[config.mk]
export PLATFORM = sky130hd
export DESIGN_NAME = broadcast_sequence_loss_tracker
export DESIGN_NICKNAME = d
export VERILOG_FILES = /design/src/sv/bslt_pkg.sv /design/src/sv/bslt_mem.sv /design/src/sv/bslt_alu.sv /design/src/sv/broadcast_sequence_loss_tracker.sv
export SDC_FILE = /design/constraint.sdc
export NUM_CORES = 2
export LEC_CHECK = 0
export ABC_AREA = 1
export BUFFER_PORTS_ARGS = -buffer_cell sky130_fd_sc_hd__buf_2
export CAP_MARGIN = 20
export CORE_MARGIN = 1.5
export CORE_UTILIZATION = 45
export CTS_CLUSTER_SIZE = 24
export DETAILED_ROUTE_END_ITERATION = 7
export PLACE_DENSITY_LB_ADDON = 0.1
export RECOVER_POWER = 50
export SLEW_MARGIN = 20
export SYNTH_ARGS = -nofsm -noshare
export SYNTH_HDL_FRONTEND = slang
export SYNTH_SLANG_ARGS = --single-unit
[constraint.sdc]
create_clock -name clk -period 8.3 [get_ports clk]
set_clock_uncertainty 0.05 [all_clocks]
set_input_delay 0.415 -clock clk [delete_from_list [all_inputs] [get_ports clk]]
set_output_delay 0.415 -clock clk [all_outputs]
set_load 0.02 [all_outputs]
[src/sv/bslt_pkg.sv]
package bslt_pkg;

  localparam int TABLE_ENTRIES_DEF = 16;
  localparam int WINDOW_BITS_DEF   = 16;
  localparam int ID_BITS_DEF       = 48;

  localparam int EPOCH_W = 16;
  localparam int SEQ_W   = 32;
  localparam int RETRY_W = 4;
  localparam int LIMIT_W = 3;

  localparam logic [LIMIT_W-1:0] RETRY_LIMIT_RESET = 3'd5;

  localparam logic CMD_RECV = 1'b0;
  localparam logic CMD_TICK = 1'b1;

  // subtractor result: a - b modulo 2^32, borrow set when a < b
  typedef struct packed {
    logic [SEQ_W-1:0] diff;
    logic             borrow;
  } alu_res_t;

endpackage

[src/sv/bslt_mem.sv]
module bslt_mem #(
  parameter int DEPTH = bslt_pkg::TABLE_ENTRIES_DEF,
  parameter int AW    = 4,
  parameter int DW    = 8
) (
  input  logic          clk,
  input  logic          we,
  input  logic [AW-1:0] waddr,
  input  logic [DW-1:0] wdata,
  input  logic [AW-1:0] raddr,
  output logic [DW-1:0] rdata
);

  logic [DW-1:0] mem [DEPTH];
  logic [DW-1:0] rdata_r;

  always_ff @(posedge clk) begin
    if (we) begin
      mem[waddr] <= wdata;
    end
    rdata_r <= mem[raddr];
  end

  assign rdata = rdata_r;

endmodule

[src/sv/bslt_alu.sv]
module bslt_alu (
  input  logic [bslt_pkg::SEQ_W-1:0] a,
  input  logic [bslt_pkg::SEQ_W-1:0] b,
  output bslt_pkg::alu_res_t         res
);

  logic [bslt_pkg::SEQ_W:0] full;

  // one shared 32-bit subtractor, borrow doubles as unsigned a < b
  assign full       = {1'b0, a} - {1'b0, b};
  assign res.diff   = full[bslt_pkg::SEQ_W-1:0];
  assign res.borrow = full[bslt_pkg::SEQ_W];

endmodule

[src/sv/broadcast_sequence_loss_tracker.sv]
// Broadcast sequence loss tracker. Follows up to TABLE_ENTRIES senders, each
// with a WINDOW_BITS-wide bitmap of received sequences (bit k = latest - k).
// Issue an item with start while busy is low; busy stays high until the one
// result for that item appears on the out_ ports for a single cycle, marked by
// out_strobe. The receiver cannot stall: a result must be taken in the cycle
// it is shown, and a new item may be started in that same cycle.
// Every receive walks the whole entry table through the single read port of
// the entry RAM, one entry per cycle, then for a known sender compares the
// sequence with the latest (a repeat of the latest ends there; an older one
// takes a second subtraction) and writes back the bitmap. A tick walks the
// table only up to the first valid entry with a missing bit, then finds its
// lowest missing bit one bit per cycle and writes back the entry.
// No clearing pass is needed after reset: entry valid bits live in flops.
// cfg_ready is always high; write retry_limit only while the block is idle.
module broadcast_sequence_loss_tracker #(
  parameter int TABLE_ENTRIES = bslt_pkg::TABLE_ENTRIES_DEF,
  parameter int WINDOW_BITS   = bslt_pkg::WINDOW_BITS_DEF,
  parameter int ID_BITS       = bslt_pkg::ID_BITS_DEF
) (
  input  logic                              clk,
  input  logic                              rst_n,
  // command channel
  input  logic                              start,
  output logic                              busy,
  input  logic                              in_cmd,
  input  logic [ID_BITS-1:0]                in_source_id,
  input  logic [bslt_pkg::EPOCH_W-1:0]      in_epoch,
  input  logic [bslt_pkg::SEQ_W-1:0]        in_seq_number,
  // result channel
  output logic                              out_strobe,
  output logic                              out_request_valid,
  output logic [ID_BITS-1:0]                out_request_source,
  output logic [bslt_pkg::EPOCH_W-1:0]      out_request_epoch,
  output logic [bslt_pkg::SEQ_W-1:0]        out_request_sequence,
  output logic                              out_table_full,
  // retry_limit write channel
  input  logic                              cfg_valid,
  output logic                              cfg_ready,
  input  logic [bslt_pkg::LIMIT_W-1:0]      cfg_data
);

  localparam int EPOCH_W = bslt_pkg::EPOCH_W;
  localparam int SEQ_W   = bslt_pkg::SEQ_W;
  localparam int RETRY_W = bslt_pkg::RETRY_W;
  localparam int LIMIT_W = bslt_pkg::LIMIT_W;

  localparam int AW = (TABLE_ENTRIES > 1) ? $clog2(TABLE_ENTRIES) : 1;
  localparam int CW = $clog2(TABLE_ENTRIES + 1);
  localparam int SW = $clog2(WINDOW_BITS);

  // entry word layout, LSB first: retries, bitmap, latest seq, epoch, source
  localparam int O_BITS = RETRY_W;
  localparam int O_SEQ  = O_BITS + WINDOW_BITS;
  localparam int O_EP   = O_SEQ + SEQ_W;
  localparam int O_SRC  = O_EP + EPOCH_W;
  localparam int DW     = O_SRC + ID_BITS;

  localparam logic [CW-1:0]          END_CNT  = CW'(TABLE_ENTRIES);
  localparam logic [WINDOW_BITS-1:0] WIN_ONES = '1;
  localparam logic [WINDOW_BITS-1:0] WIN_ONE  = WINDOW_BITS'(1);
  localparam logic [SEQ_W-1:0]       WIN_LEN  = SEQ_W'(WINDOW_BITS);

  typedef enum logic [6:0] {
    S_IDLE = 7'b0000001,
    S_SCAN = 7'b0000010,   // walk the table
    S_DIFF = 7'b0000100,   // seq - latest
    S_NEG  = 7'b0001000,   // latest - seq, older packet
    S_UPD  = 7'b0010000,   // bitmap update and write back
    S_FIND = 7'b0100000,   // lowest missing bit, one bit per cycle
    S_TUPD = 7'b1000000    // request and retry bookkeeping
  } state_t;

  state_t state_r, state_nxt;

  // control
  logic [TABLE_ENTRIES-1:0] valid_r, valid_nxt;
  logic [CW-1:0]            idx_r, idx_nxt;
  logic                     ev_ok_r, ev_ok_nxt;
  logic [AW-1:0]            ev_idx_r, ev_idx_nxt;
  logic                     hit_r, hit_nxt;
  logic [AW-1:0]            hit_idx_r, hit_idx_nxt;
  logic                     free_r, free_nxt;
  logic [AW-1:0]            free_idx_r, free_idx_nxt;
  logic [LIMIT_W-1:0]       limit_r;
  logic                     out_strobe_r;

  // item and captured entry
  logic                     cmd_r, cmd_nxt;
  logic [ID_BITS-1:0]       src_r, src_nxt;
  logic [EPOCH_W-1:0]       ep_r, ep_nxt;
  logic [SEQ_W-1:0]         seq_r, seq_nxt;
  logic [ID_BITS-1:0]       cap_src_r, cap_src_nxt;
  logic [EPOCH_W-1:0]       cap_ep_r, cap_ep_nxt;
  logic [SEQ_W-1:0]         cap_seq_r, cap_seq_nxt;
  logic [WINDOW_BITS-1:0]   cap_bits_r, cap_bits_nxt;
  logic [RETRY_W-1:0]       cap_ret_r, cap_ret_nxt;
  logic [SEQ_W-1:0]         d_r, d_nxt;
  logic                     newer_r, newer_nxt;
  logic [SW-1:0]            k_r, k_nxt;

  // result registers
  logic                     res_valid_r;
  logic [ID_BITS-1:0]       res_src_r;
  logic [EPOCH_W-1:0]       res_ep_r;
  logic [SEQ_W-1:0]         res_seq_r;
  logic                     res_full_r;

  // per-cycle result
  logic                     emit;
  logic                     res_valid;
  logic [ID_BITS-1:0]       res_src;
  logic [EPOCH_W-1:0]       res_ep;
  logic [SEQ_W-1:0]         res_seq;
  logic                     res_full;

  // RAM ports
  logic                     mem_we;
  logic [AW-1:0]            mem_waddr;
  logic [DW-1:0]            mem_wdata;
  logic [DW-1:0]            mem_rdata;

  // shared subtractor
  logic [SEQ_W-1:0]         alu_a, alu_b;
  bslt_pkg::alu_res_t       alu_res;

  // entry under evaluation
  logic [ID_BITS-1:0]       rd_src;
  logic [EPOCH_W-1:0]       rd_ep;
  logic [SEQ_W-1:0]         rd_seq;
  logic [WINDOW_BITS-1:0]   rd_bits;
  logic [RETRY_W-1:0]       rd_ret;
  logic                     rd_valid;
  logic                     src_eq, ep_eq;

  // update helpers
  logic                     in_win;
  logic [SW-1:0]            shamt;
  logic [WINDOW_BITS-1:0]   upd_bits;
  logic [RETRY_W-1:0]       ret_inc;
  logic                     give_up;

  bslt_mem #(
    .DEPTH (TABLE_ENTRIES),
    .AW    (AW),
    .DW    (DW)
  ) u_mem (
    .clk   (clk),
    .we    (mem_we),
    .waddr (mem_waddr),
    .wdata (mem_wdata),
    .raddr (idx_r[AW-1:0]),
    .rdata (mem_rdata)
  );

  bslt_alu u_alu (
    .a   (alu_a),
    .b   (alu_b),
    .res (alu_res)
  );

  assign rd_src   = mem_rdata[O_SRC +: ID_BITS];
  assign rd_ep    = mem_rdata[O_EP +: EPOCH_W];
  assign rd_seq   = mem_rdata[O_SEQ +: SEQ_W];
  assign rd_bits  = mem_rdata[O_BITS +: WINDOW_BITS];
  assign rd_ret   = mem_rdata[0 +: RETRY_W];
  assign rd_valid = valid_r[ev_idx_r];
  assign src_eq   = (rd_src == src_r);
  assign ep_eq    = (rd_ep == ep_r);

  assign in_win  = (d_r < WIN_LEN);
  assign shamt   = d_r[SW-1:0];
  assign ret_inc = cap_ret_r + RETRY_W'(1);
  assign give_up = (ret_inc > RETRY_W'(limit_r));

  // bitmap update for a known sender
  always_comb begin
    if (newer_r) begin
      upd_bits = in_win ? ((cap_bits_r << shamt) | WIN_ONE) : WIN_ONE;
    end else begin
      upd_bits = in_win ? (cap_bits_r | (WIN_ONE << shamt)) : cap_bits_r;
    end
  end

  // subtractor operands by step
  always_comb begin
    alu_a = seq_r;
    alu_b = cap_seq_r;
    case (state_r)
      S_NEG: begin
        alu_a = cap_seq_r;
        alu_b = seq_r;
      end
      S_TUPD: begin
        alu_a = cap_seq_r;
        alu_b = SEQ_W'(k_r);
      end
      default: begin
        alu_a = seq_r;
        alu_b = cap_seq_r;
      end
    endcase
  end

  always_comb begin
    state_nxt    = state_r;
    valid_nxt    = valid_r;
    idx_nxt      = idx_r;
    ev_ok_nxt    = ev_ok_r;
    ev_idx_nxt   = ev_idx_r;
    hit_nxt      = hit_r;
    hit_idx_nxt  = hit_idx_r;
    free_nxt     = free_r;
    free_idx_nxt = free_idx_r;
    cmd_nxt      = cmd_r;
    src_nxt      = src_r;
    ep_nxt       = ep_r;
    seq_nxt      = seq_r;
    cap_src_nxt  = cap_src_r;
    cap_ep_nxt   = cap_ep_r;
    cap_seq_nxt  = cap_seq_r;
    cap_bits_nxt = cap_bits_r;
    cap_ret_nxt  = cap_ret_r;
    d_nxt        = d_r;
    newer_nxt    = newer_r;
    k_nxt        = k_r;

    mem_we    = 1'b0;
    mem_waddr = hit_idx_r;
    mem_wdata = {src_r, ep_r, seq_r, WIN_ONES, RETRY_W'(0)};

    emit      = 1'b0;
    res_valid = 1'b0;
    res_src   = '0;
    res_ep    = '0;
    res_seq   = '0;
    res_full  = 1'b0;

    case (state_r)
      S_IDLE: begin
        if (start) begin
          cmd_nxt   = in_cmd;
          src_nxt   = in_source_id;
          ep_nxt    = in_epoch;
          seq_nxt   = in_seq_number;
          idx_nxt   = '0;
          ev_ok_nxt = 1'b0;
          hit_nxt   = 1'b0;
          free_nxt  = 1'b0;
          state_nxt = S_SCAN;
        end
      end

      S_SCAN: begin
        // read entry idx while judging the one read last cycle
        if (idx_r != END_CNT) begin
          idx_nxt    = idx_r + CW'(1);
          ev_ok_nxt  = 1'b1;
          ev_idx_nxt = idx_r[AW-1:0];
        end else begin
          ev_ok_nxt = 1'b0;
        end

        if (ev_ok_r) begin
          if (cmd_r == bslt_pkg::CMD_RECV) begin
            // same sender, new epoch: drop it, slot becomes free
            if (rd_valid && src_eq && !ep_eq) begin
              valid_nxt[ev_idx_r] = 1'b0;
              if (!free_r) begin
                free_nxt     = 1'b1;
                free_idx_nxt = ev_idx_r;
              end
            end else if (!rd_valid && !free_r) begin
              free_nxt     = 1'b1;
              free_idx_nxt = ev_idx_r;
            end
            if (rd_valid && src_eq && ep_eq && !hit_r) begin
              hit_nxt      = 1'b1;
              hit_idx_nxt  = ev_idx_r;
              cap_seq_nxt  = rd_seq;
              cap_bits_nxt = rd_bits;
              cap_ret_nxt  = rd_ret;
            end
          end else if (rd_valid && (rd_bits != WIN_ONES)) begin
            // first entry with a gap
            hit_idx_nxt  = ev_idx_r;
            cap_src_nxt  = rd_src;
            cap_ep_nxt   = rd_ep;
            cap_seq_nxt  = rd_seq;
            cap_bits_nxt = rd_bits;
            cap_ret_nxt  = rd_ret;
            k_nxt        = '0;
            state_nxt    = S_FIND;
          end
        end else if (idx_r == END_CNT) begin
          if (cmd_r == bslt_pkg::CMD_RECV) begin
            if (hit_r) begin
              state_nxt = S_DIFF;
            end else begin
              // new sender
              emit      = 1'b1;
              res_full  = !free_r;
              state_nxt = S_IDLE;
              if (free_r) begin
                mem_we                = 1'b1;
                mem_waddr             = free_idx_r;
                valid_nxt[free_idx_r] = 1'b1;
              end
            end
          end else begin
            // tick with nothing missing
            emit      = 1'b1;
            state_nxt = S_IDLE;
          end
        end
      end

      S_DIFF: begin
        if (alu_res.borrow) begin
          state_nxt = S_NEG;
        end else if (alu_res.diff == '0) begin
          // duplicate of latest
          emit      = 1'b1;
          state_nxt = S_IDLE;
        end else begin
          d_nxt     = alu_res.diff;
          newer_nxt = 1'b1;
          state_nxt = S_UPD;
        end
      end

      S_NEG: begin
        d_nxt     = alu_res.diff;
        newer_nxt = 1'b0;
        state_nxt = S_UPD;
      end

      S_UPD: begin
        mem_we    = 1'b1;
        mem_waddr = hit_idx_r;
        mem_wdata = {src_r, ep_r, (newer_r ? seq_r : cap_seq_r), upd_bits, cap_ret_r};
        emit      = 1'b1;
        state_nxt = S_IDLE;
      end

      S_FIND: begin
        if (!cap_bits_r[k_r]) begin
          state_nxt = S_TUPD;
        end else begin
          k_nxt = k_r + SW'(1);
        end
      end

      S_TUPD: begin
        mem_we    = 1'b1;
        mem_waddr = hit_idx_r;
        mem_wdata = {cap_src_r, cap_ep_r, cap_seq_r,
                     (give_up ? (cap_bits_r | (WIN_ONE << k_r)) : cap_bits_r),
                     (give_up ? RETRY_W'(0) : ret_inc)};
        emit      = 1'b1;
        res_valid = 1'b1;
        res_src   = cap_src_r;
        res_ep    = cap_ep_r;
        res_seq   = alu_res.diff;
        state_nxt = S_IDLE;
      end

      default: begin
        state_nxt = S_IDLE;
      end
    endcase
  end

  // control state
  always_ff @(posedge clk) begin
    if (!rst_n) begin
      state_r      <= S_IDLE;
      valid_r      <= '0;
      idx_r        <= '0;
      ev_ok_r      <= 1'b0;
      hit_r        <= 1'b0;
      free_r       <= 1'b0;
      limit_r      <= bslt_pkg::RETRY_LIMIT_RESET;
      out_strobe_r <= 1'b0;
    end else begin
      state_r      <= state_nxt;
      valid_r      <= valid_nxt;
      idx_r        <= idx_nxt;
      ev_ok_r      <= ev_ok_nxt;
      hit_r        <= hit_nxt;
      free_r       <= free_nxt;
      out_strobe_r <= emit;
      if (cfg_valid && cfg_ready) begin
        limit_r <= cfg_data;
      end
    end
  end

  // payload
  always_ff @(posedge clk) begin
    ev_idx_r   <= ev_idx_nxt;
    hit_idx_r  <= hit_idx_nxt;
    free_idx_r <= free_idx_nxt;
    cmd_r      <= cmd_nxt;
    src_r      <= src_nxt;
    ep_r       <= ep_nxt;
    seq_r      <= seq_nxt;
    cap_src_r  <= cap_src_nxt;
    cap_ep_r   <= cap_ep_nxt;
    cap_seq_r  <= cap_seq_nxt;
    cap_bits_r <= cap_bits_nxt;
    cap_ret_r  <= cap_ret_nxt;
    d_r        <= d_nxt;
    newer_r    <= newer_nxt;
    k_r        <= k_nxt;
    if (emit) begin
      res_valid_r <= res_valid;
      res_src_r   <= res_src;
      res_ep_r    <= res_ep;
      res_seq_r   <= res_seq;
      res_full_r  <= res_full;
    end
  end

  assign busy                 = (state_r != S_IDLE);
  assign cfg_ready            = 1'b1;
  assign out_strobe           = out_strobe_r;
  assign out_request_valid    = res_valid_r;
  assign out_request_source   = res_src_r;
  assign out_request_epoch    = res_ep_r;
  assign out_request_sequence = res_seq_r;
  assign out_table_full       = res_full_r;

endmodule
# Word-level counts from Yosys, hierarchy flattened
# Memory sizes are Yosys's and may differ from the RTL's. A register that Yosys moved wholly into a read port is not among the register bits.
# Cells that the tools add are included.
word_totals:
  out_inout_bits: 101
  register_bits: 395
  ram_bits: 1856
  input_bits: 104
  n_memories: 1
memory_table:
  columns: ["memory", "depth", "word_bits", "rd", "rd_ports_with_merged_regs", "write_ports", "line", "source"]
  rows:
  - ["u_mem.mem", 16, 116, 1, 1, 1, "bslt_mem.sv:14", "logic [DW-1:0] mem [DEPTH];"]
op_classes:
  muxes: 98
  magnitude_cmp: 7
  shift: 3
  n_eq_ne: 32
  n_addsub: 4
  bitwise: 8
  reduce_logical: 36
ops:
  columns: ["op", "count"]
  rows:
  - ["116-bit case mux with 2 select lines", 1]
  - ["16-bit 2-to-1 mux", 14]
  - ["32-bit 2-to-1 mux", 7]
  - ["32-bit case mux with 2 select lines", 2]
  - ["4-bit 2-to-1 mux", 20]
  - ["7-bit 2-to-1 mux", 7]
  - ["48-bit == test", 1]
  - ["16-bit OR", 3]
  - ["7-bit case mux with 5 select lines", 1]
  - ["32-bit by 32-bit subtractor with 33-bit output", 1]
  - ["32-bit logical NOT", 1]
  - ["32-bit by 5-bit less-than comparator with 1-bit output (second input constant)", 1]
  - ["1-bit by 4-bit << shifter with 16-bit output (first input constant)", 2]
  - ["1-bit 2-to-1 mux", 29]
  - ["2-bit inequality test (second input constant)", 13]
  - ["5-bit AND reduction", 5]
  - ["5-bit 2-to-1 mux", 4]
  - ["16-bit AND", 1]
  - ["16-bit == test", 1]
  - ["16-bit inequality test (second input constant)", 1]
  - ["16-bit inverter", 1]
  - ["16-bit by 4-bit << shifter with 16-bit output", 1]
  - ["4-bit by 5-bit less-than comparator with 1-bit output (second input constant)", 3]
  - ["2-bit nonzero test", 7]
  - ["32 further kinds", 61]

# Logic depth before layout (Yosys ltp)
depth:
  ltp_word: 10
  mapped_depth: 30

# By module
# From an unflattened synthesis, not the netlist that was laid out.
hier_totals:
  hier_cells: 10083
  area_unflattened_um2: 102505.8
modules_own_cells:
  columns: ["mod", "seq_area_each_um2", "instances", "area_each_um2", "cells_each"]
  rows:
  - ["bslt_mem", 58055.7, 1, 81475.6, 7607]
  - ["broadcast_sequence_loss_tracker", 11511.0, 1, 18418.9, 1926]
  - ["bslt_alu", 0.0, 1, 2611.3, 550]

# Least setup slack after synthesis
# Ideal clock, no wire load.
synth_path:
  path_type: "register -> register"
  startpoint: "register idx_r[0]"
  endpoint: "memory u_mem.mem[0][0] in the netlist's numbering (enable)"
  setup_slack_ns: 0.577
  arrival_time_ns: 7.080
  path_buffers: 5
  setup_time_ns: 0.593
  stages_incl_launch_ff: 14
  path_cell_list: "dfxtp_1 -> buf_2 -> buf_2 -> inv_1 -> buf_2 -> buf_2 -> buf_2 -> ha_1 -> nand3_1 -> inv_1 -> nand3_1 -> o21ai_1 -> nand3_1 -> nor2_1"
synth_between:
  elab_chain_cells: 6
  elab_cells_between_ends: 9
  classes_between: "eq/ne (1); mux (8)"
synth_lines:
  columns: ["item", "line", "source"]
  rows:
  - ["start, declared", "broadcast_sequence_loss_tracker.sv:77", "logic [CW-1:0] idx_r, idx_nxt;"]
  - ["start signal, assigned", "broadcast_sequence_loss_tracker.sv:387", "idx_r <= idx_nxt;"]
  - ["5-bit == test (*)", "broadcast_sequence_loss_tracker.sv:294", "end else if (idx_r == END_CNT) begin"]
  - ["1-bit 2-to-1 mux", "broadcast_sequence_loss_tracker.sv:294", null]
  - ["1-bit 2-to-1 mux", "broadcast_sequence_loss_tracker.sv:263", "if (ev_ok_r) begin"]
  - ["1-bit case mux with 2 select lines", "broadcast_sequence_loss_tracker.sv:238", "case (state_r)"]
  - ["1-bit 2-to-1 mux", "bslt_mem.sv:18", "if (we) begin"]
  - ["1-bit 2-to-1 mux (not written as such)", "bslt_mem.sv:19", "mem[waddr] <= wdata;"]
  - ["end, declared", "bslt_mem.sv:14", null]
# Every way passes the cells marked *; elsewhere a longest branch is shown, timed or not.

# Worst setup path after layout
layout_path:
  startpoint: "register state_r[2]"
  endpoint: "memory u_mem.mem[10][91] in the netlist's numbering, data pin"
layout_between:
  elab_chain_cells: 2
  elab_cells_between_ends: 3
  classes_between: "eq/ne (2); mux (1)"
layout_lines:
  columns: ["item", "line", "source"]
  rows:
  - ["start, declared", "broadcast_sequence_loss_tracker.sv:73", "state_t state_r, state_nxt;"]
  - ["start signal, assigned", "broadcast_sequence_loss_tracker.sv:385", "state_r <= state_nxt;"]
  - ["7-bit == test / 7-bit by 5-bit == test with 1-bit output (equally long branches)", "broadcast_sequence_loss_tracker.sv:238", null]
  - ["116-bit case mux with 2 select lines (*)", "broadcast_sequence_loss_tracker.sv:238", null]
  - ["net mem_wdata[91]", "broadcast_sequence_loss_tracker.sv:119", "logic [DW-1:0] mem_wdata;"]
# The timed path passes the listed nets; every way through them passes the cells marked *.

==> results.sh <==
export IMPL_status="complete, but fails checks"
export IMPL_violations="max-capacitance violations, max-slew violations"
export IMPL_yosysWarningCount=0
export IMPL_syn_nets=7739
export IMPL_synth_cells=7590
export IMPL_crit_family="buffers and inverters"
export IMPL_ys_seq_elements=2367
export IMPL_switching_power_mw=6.30
export IMPL_power_frac_seq_pct=51.8
export IMPL_worst_ir_drop_vdd_mv=0.189
export IMPL_p_sw_share_pct=23.7
export IMPL_cts_resized=0
export IMPL_area_growth_pct=13.7
export IMPL_finalHoldViolCount=0
export IMPL_dr_pass1_iters=8
export IMPL_drc=0
export IMPL_startpoint_type="flip-flop"
export IMPL_worstPathRequired_ns=8.61
export IMPL_grt_setup_unrepaired="no"
export IMPL_numCtsBuffers=238
export IMPL_cts_setup_buffers=0
export IMPL_synth_seq_area_share_pct=74.2
export IMPL_cpPeakStageDelay_ns=2.03
export IMPL_pwr_share_clk_pct=40.4
export IMPL_maxCapViolCount=17
export IMPL_synth_top_area_cell="edfxtp_1"
export IMPL_hold_slack_ns=0.184
export IMPL_hp_start="in_source_id[33]"
export IMPL_ys_types=57
export IMPL_cts_hold_fix_buffers=108
export IMPL_slew_viol_final=849
export IMPL_synth_area_leaders="edfxtp_1 71%, o21ai_0 5.4%, nand2_1 4.7%"
export IMPL_setup_viol=0
export IMPL_slowest_stage="clkbuf_1"
export IMPL_synth_edf_count=2216
export IMPL_die_w_um=459
export IMPL_die_area_mm2=0.211
export IMPL_p_int_mw=20.3
export IMPL_grt_max_degree=225
export IMPL_reg2reg_slack_ns=1.08
export IMPL_r2r_start="state_r[2]"
export IMPL_tritoncts="yes"
export IMPL_clock_sinks=2367
export IMPL_r2r_end="u_mem.mem[10][91]"
export IMPL_routed_wl_um=269000
export IMPL_io_buffers=203
export IMPL_synth_compound_area_share_pct=9.80
export IMPL_crit_path_end_kind="flip-flop"
export IMPL_clk_pin_slew_ns=0.06
export IMPL_clk_latency_ns=0.89
export IMPL_hold_path_class="in -> reg"
export IMPL_finalSetupTns_ns=0
export IMPL_num_vias=61000
export IMPL_worst_pin_slew_ns=4.49
export IMPL_synth_simple_area_share_pct=11.5
export IMPL_synth_fa_ha_area_share_pct=0.609
export IMPL_crit_buf_inv=4
export IMPL_path_depth=8
export IMPL_syn_cell_area_mm2=0.0938
export IMPL_cp_max_fo=40
export IMPL_powerDensity_mw_per_mm2=250
export IMPL_viasPerCell=5.63
export IMPL_fmax_mhz=139
export IMPL_grt_usage_pct=25.1
export IMPL_drive_gt1_share_pct=7.23
export IMPL_drt_initial_drc_count=6275
export IMPL_period_needed_ns=7.22
export IMPL_combPwrFrac_pct=7.8
export IMPL_fill_cells=18000
export IMPL_grt_antenna_before_repair=9
export IMPL_slew_headroom_pct=-199
export IMPL_fin_ws_ns=1.08
export IMPL_start_util_pct=45.3
export IMPL_dp_hpwl_um=139000
export IMPL_row_count=167
export IMPL_nNetsFinal=7983
export IMPL_drtAntennaViolNets=0
export IMPL_synth_top_family_by_area="simple AND/OR/NAND/NOR gates"
export IMPL_crit_chain="nor2_1 -> clkinv_1 -> nor2_1 -> nand2_4 -> inv_4 -> clkbuf_1 -> clkbuf_1 -> o21ai_1"
export IMPL_clk_path_buf_depth=3
export IMPL_dp_slack_ns=1.84
export IMPL_worst_ep_arrival_time_ns=7.53
export IMPL_cts_root_buf="clkbuf_16"
export IMPL_grt_pass1_vias=57700
export IMPL_io_pins=205
export IMPL_reg2regPathDepth=8
export IMPL_synthXorXnorAreaFrac_pct=0.551
export IMPL_fin_crit_sh_pct=87.0
export IMPL_synthMuxAreaShare_pct=0.177
export IMPL_p_total_mw=26.6
export IMPL_core_area_mm2=0.207
export IMPL_routedWlPerCell_um=24.8
export IMPL_leakage_nw=37.4
export IMPL_ys_flop_type="edfxtp_1"
export IMPL_htreeDepth=4
export IMPL_synthArstFlopShare_pct=0
export IMPL_gp_congestion=0.888
export IMPL_min_to="src_r[33]"
export IMPL_min_path_cells=2
export IMPL_grt_pass1_wl_um=391000
export IMPL_syn_area_per_cell_um2=12.4
export IMPL_fp_dieH_um=459
export IMPL_critPathKind="reg -> reg"
export IMPL_overflow=0
export IMPL_yosysTopAreaCellShare_pct=71.0
==> layer usage <==
layer,global-route usage [%],vias to the layer above,part of all wire [%]
met5,0,-,0
li1,-,27900,-
met1,37.7,30800,46
met4,5.64,0,1.8
met2,39.0,1963,46
met3,3.15,315,6.1
==> worst max path at each step <==
stage	from	slack [ns]	endpoint
2_1_floorplan	idx_r[0]	0.58	u_mem.mem[0][0]
4_1_cts	state_r[1]	1.81	out_request_sequence[22]
3_5_place_dp	state_r[1]	1.84	out_request_sequence[22]
5_1_grt	state_r[2]	0.74	u_mem.mem[2][91]
6_report	state_r[2]	1.08	u_mem.mem[10][91]
3_3_place_gp	state_r[1]	2.02	out_request_source[31]
==> cells in the final DEF (no fill, tap or decap), types with 113 or more instances in the layout <==
cell type	Yosys	final
clkbuf_1	351	207
clkbuf_16	0	240
dfxtp_1	151	151
edfxtp_1	2216	2216
inv_1	325	322
nand2_1	1168	1168
nand3_1	112	113
nand4_1	156	156
nor2_1	1141	1127
o21ai_0	1021	1021
o22ai_1	465	465
==> cells in the mapped netlist (3+ instances only) <==
cell type  count
nand4_1      156
xnor2_1       14
edfxtp_1    2216
o221ai_1       7
o22ai_1      465
a22oi_1       33
and2_1         3
o21a_1         5
nor4_1        13
a21oi_1       94
buf_4          3
nand3b_1       8
ha_1          44
inv_2         17
nand2_1     1168
xor2_1        45
nor4_2         3
o21ai_1        5
o21ai_0     1021
buf_1         28
nor2_1      1141
nor2_2         7
o211ai_1      22
nand3_1      112
nand2_2        5
clkinv_1       5
clkbuf_1     351
nor3_1        24
mux2_1        11
inv_1        325
or2_2          7
nor2_4         4
dfxtp_1      151
buf_2         43
o21bai_1       3
==> worst reg2reg max path: stages (launching register included) <==
cell	delay [ns]
dfxtp_1	0.35
nor2_1	0.25
clkinv_1	0.16
nor2_1	0.32
nand2_4	0.34
inv_4	0.41
clkbuf_1	1.70
clkbuf_1	2.09
o21ai_1	1.02
==> final cells by class <==
cell class,instances,area [µm²],area share (%)
diodes,2,5.00,0.00470
clock buffers,314,6470,6.07
clock inverters,141,1400,1.32
inverters,347,1330,1.25
multi-input cells,4450,21400,20.0
flip-flops and latches,2367,69600,65.3
well taps,2788,3490,3.27
repair buffers,430,2970,2.78
==> kinds of logic (layout without fill, tap and decap cells) <==
family | count (synthesis) | after routing
and+or+nand+nor | 2658 | 2658
DFF | 2367 | 2367
AOI/OAI and AO/OA | 1672 | 1672
buffers and inverters | 773 | 1232
xor gates and xnor gates | 59 | 59
adders and majority gates | 45 | 45
muxes | 15 | 15
other | 1 | 3
==> power by group through the flow <==
stage	registers, mW	clock network [mW]	logic (mW)
final	13.8	10.7	2.09
after global placement	14.0	0	2.03
after global routing	13.8	11.4	2.34
after CTS	13.8	10.9	2.11
after floorplan	13.9	0	1.33
after detailed placement	14.0	0	2.07
==> stage by stage <==
step | util (%) | instance area, µm² | instances
after floorplan | - | 93800 | 7590
after global placement | 47.3 | 97900 | 10300
after detailed placement | 47.3 | 98000 | 10300
after CTS | 51.6 | 107000 | 10800
after global routing | 51.5 | 107000 | 10800
final | 51.5 | 107000 | 10800
==> registers in the layout, summed over array words and instances, names as in the netlist, 3 cells and up <==
register	count
u_mem.mem	1856
u_mem.rdata	116
cap_src_r	48
out_request_source	48
src_r	48
cap_seq_r	32
d_r	32
out_request_sequence	32
seq_r	32
cap_bits_r	16
cap_ep_r	16
ep_r	16
out_request_epoch	16
valid_r	16
state_r	7
idx_r	5
cap_ret_r	4
ev_idx_r	4
free_idx_r	4
hit_idx_r	4
k_r	4
limit_r	3
Note: power is estimated with default switching activity, not from simulation.
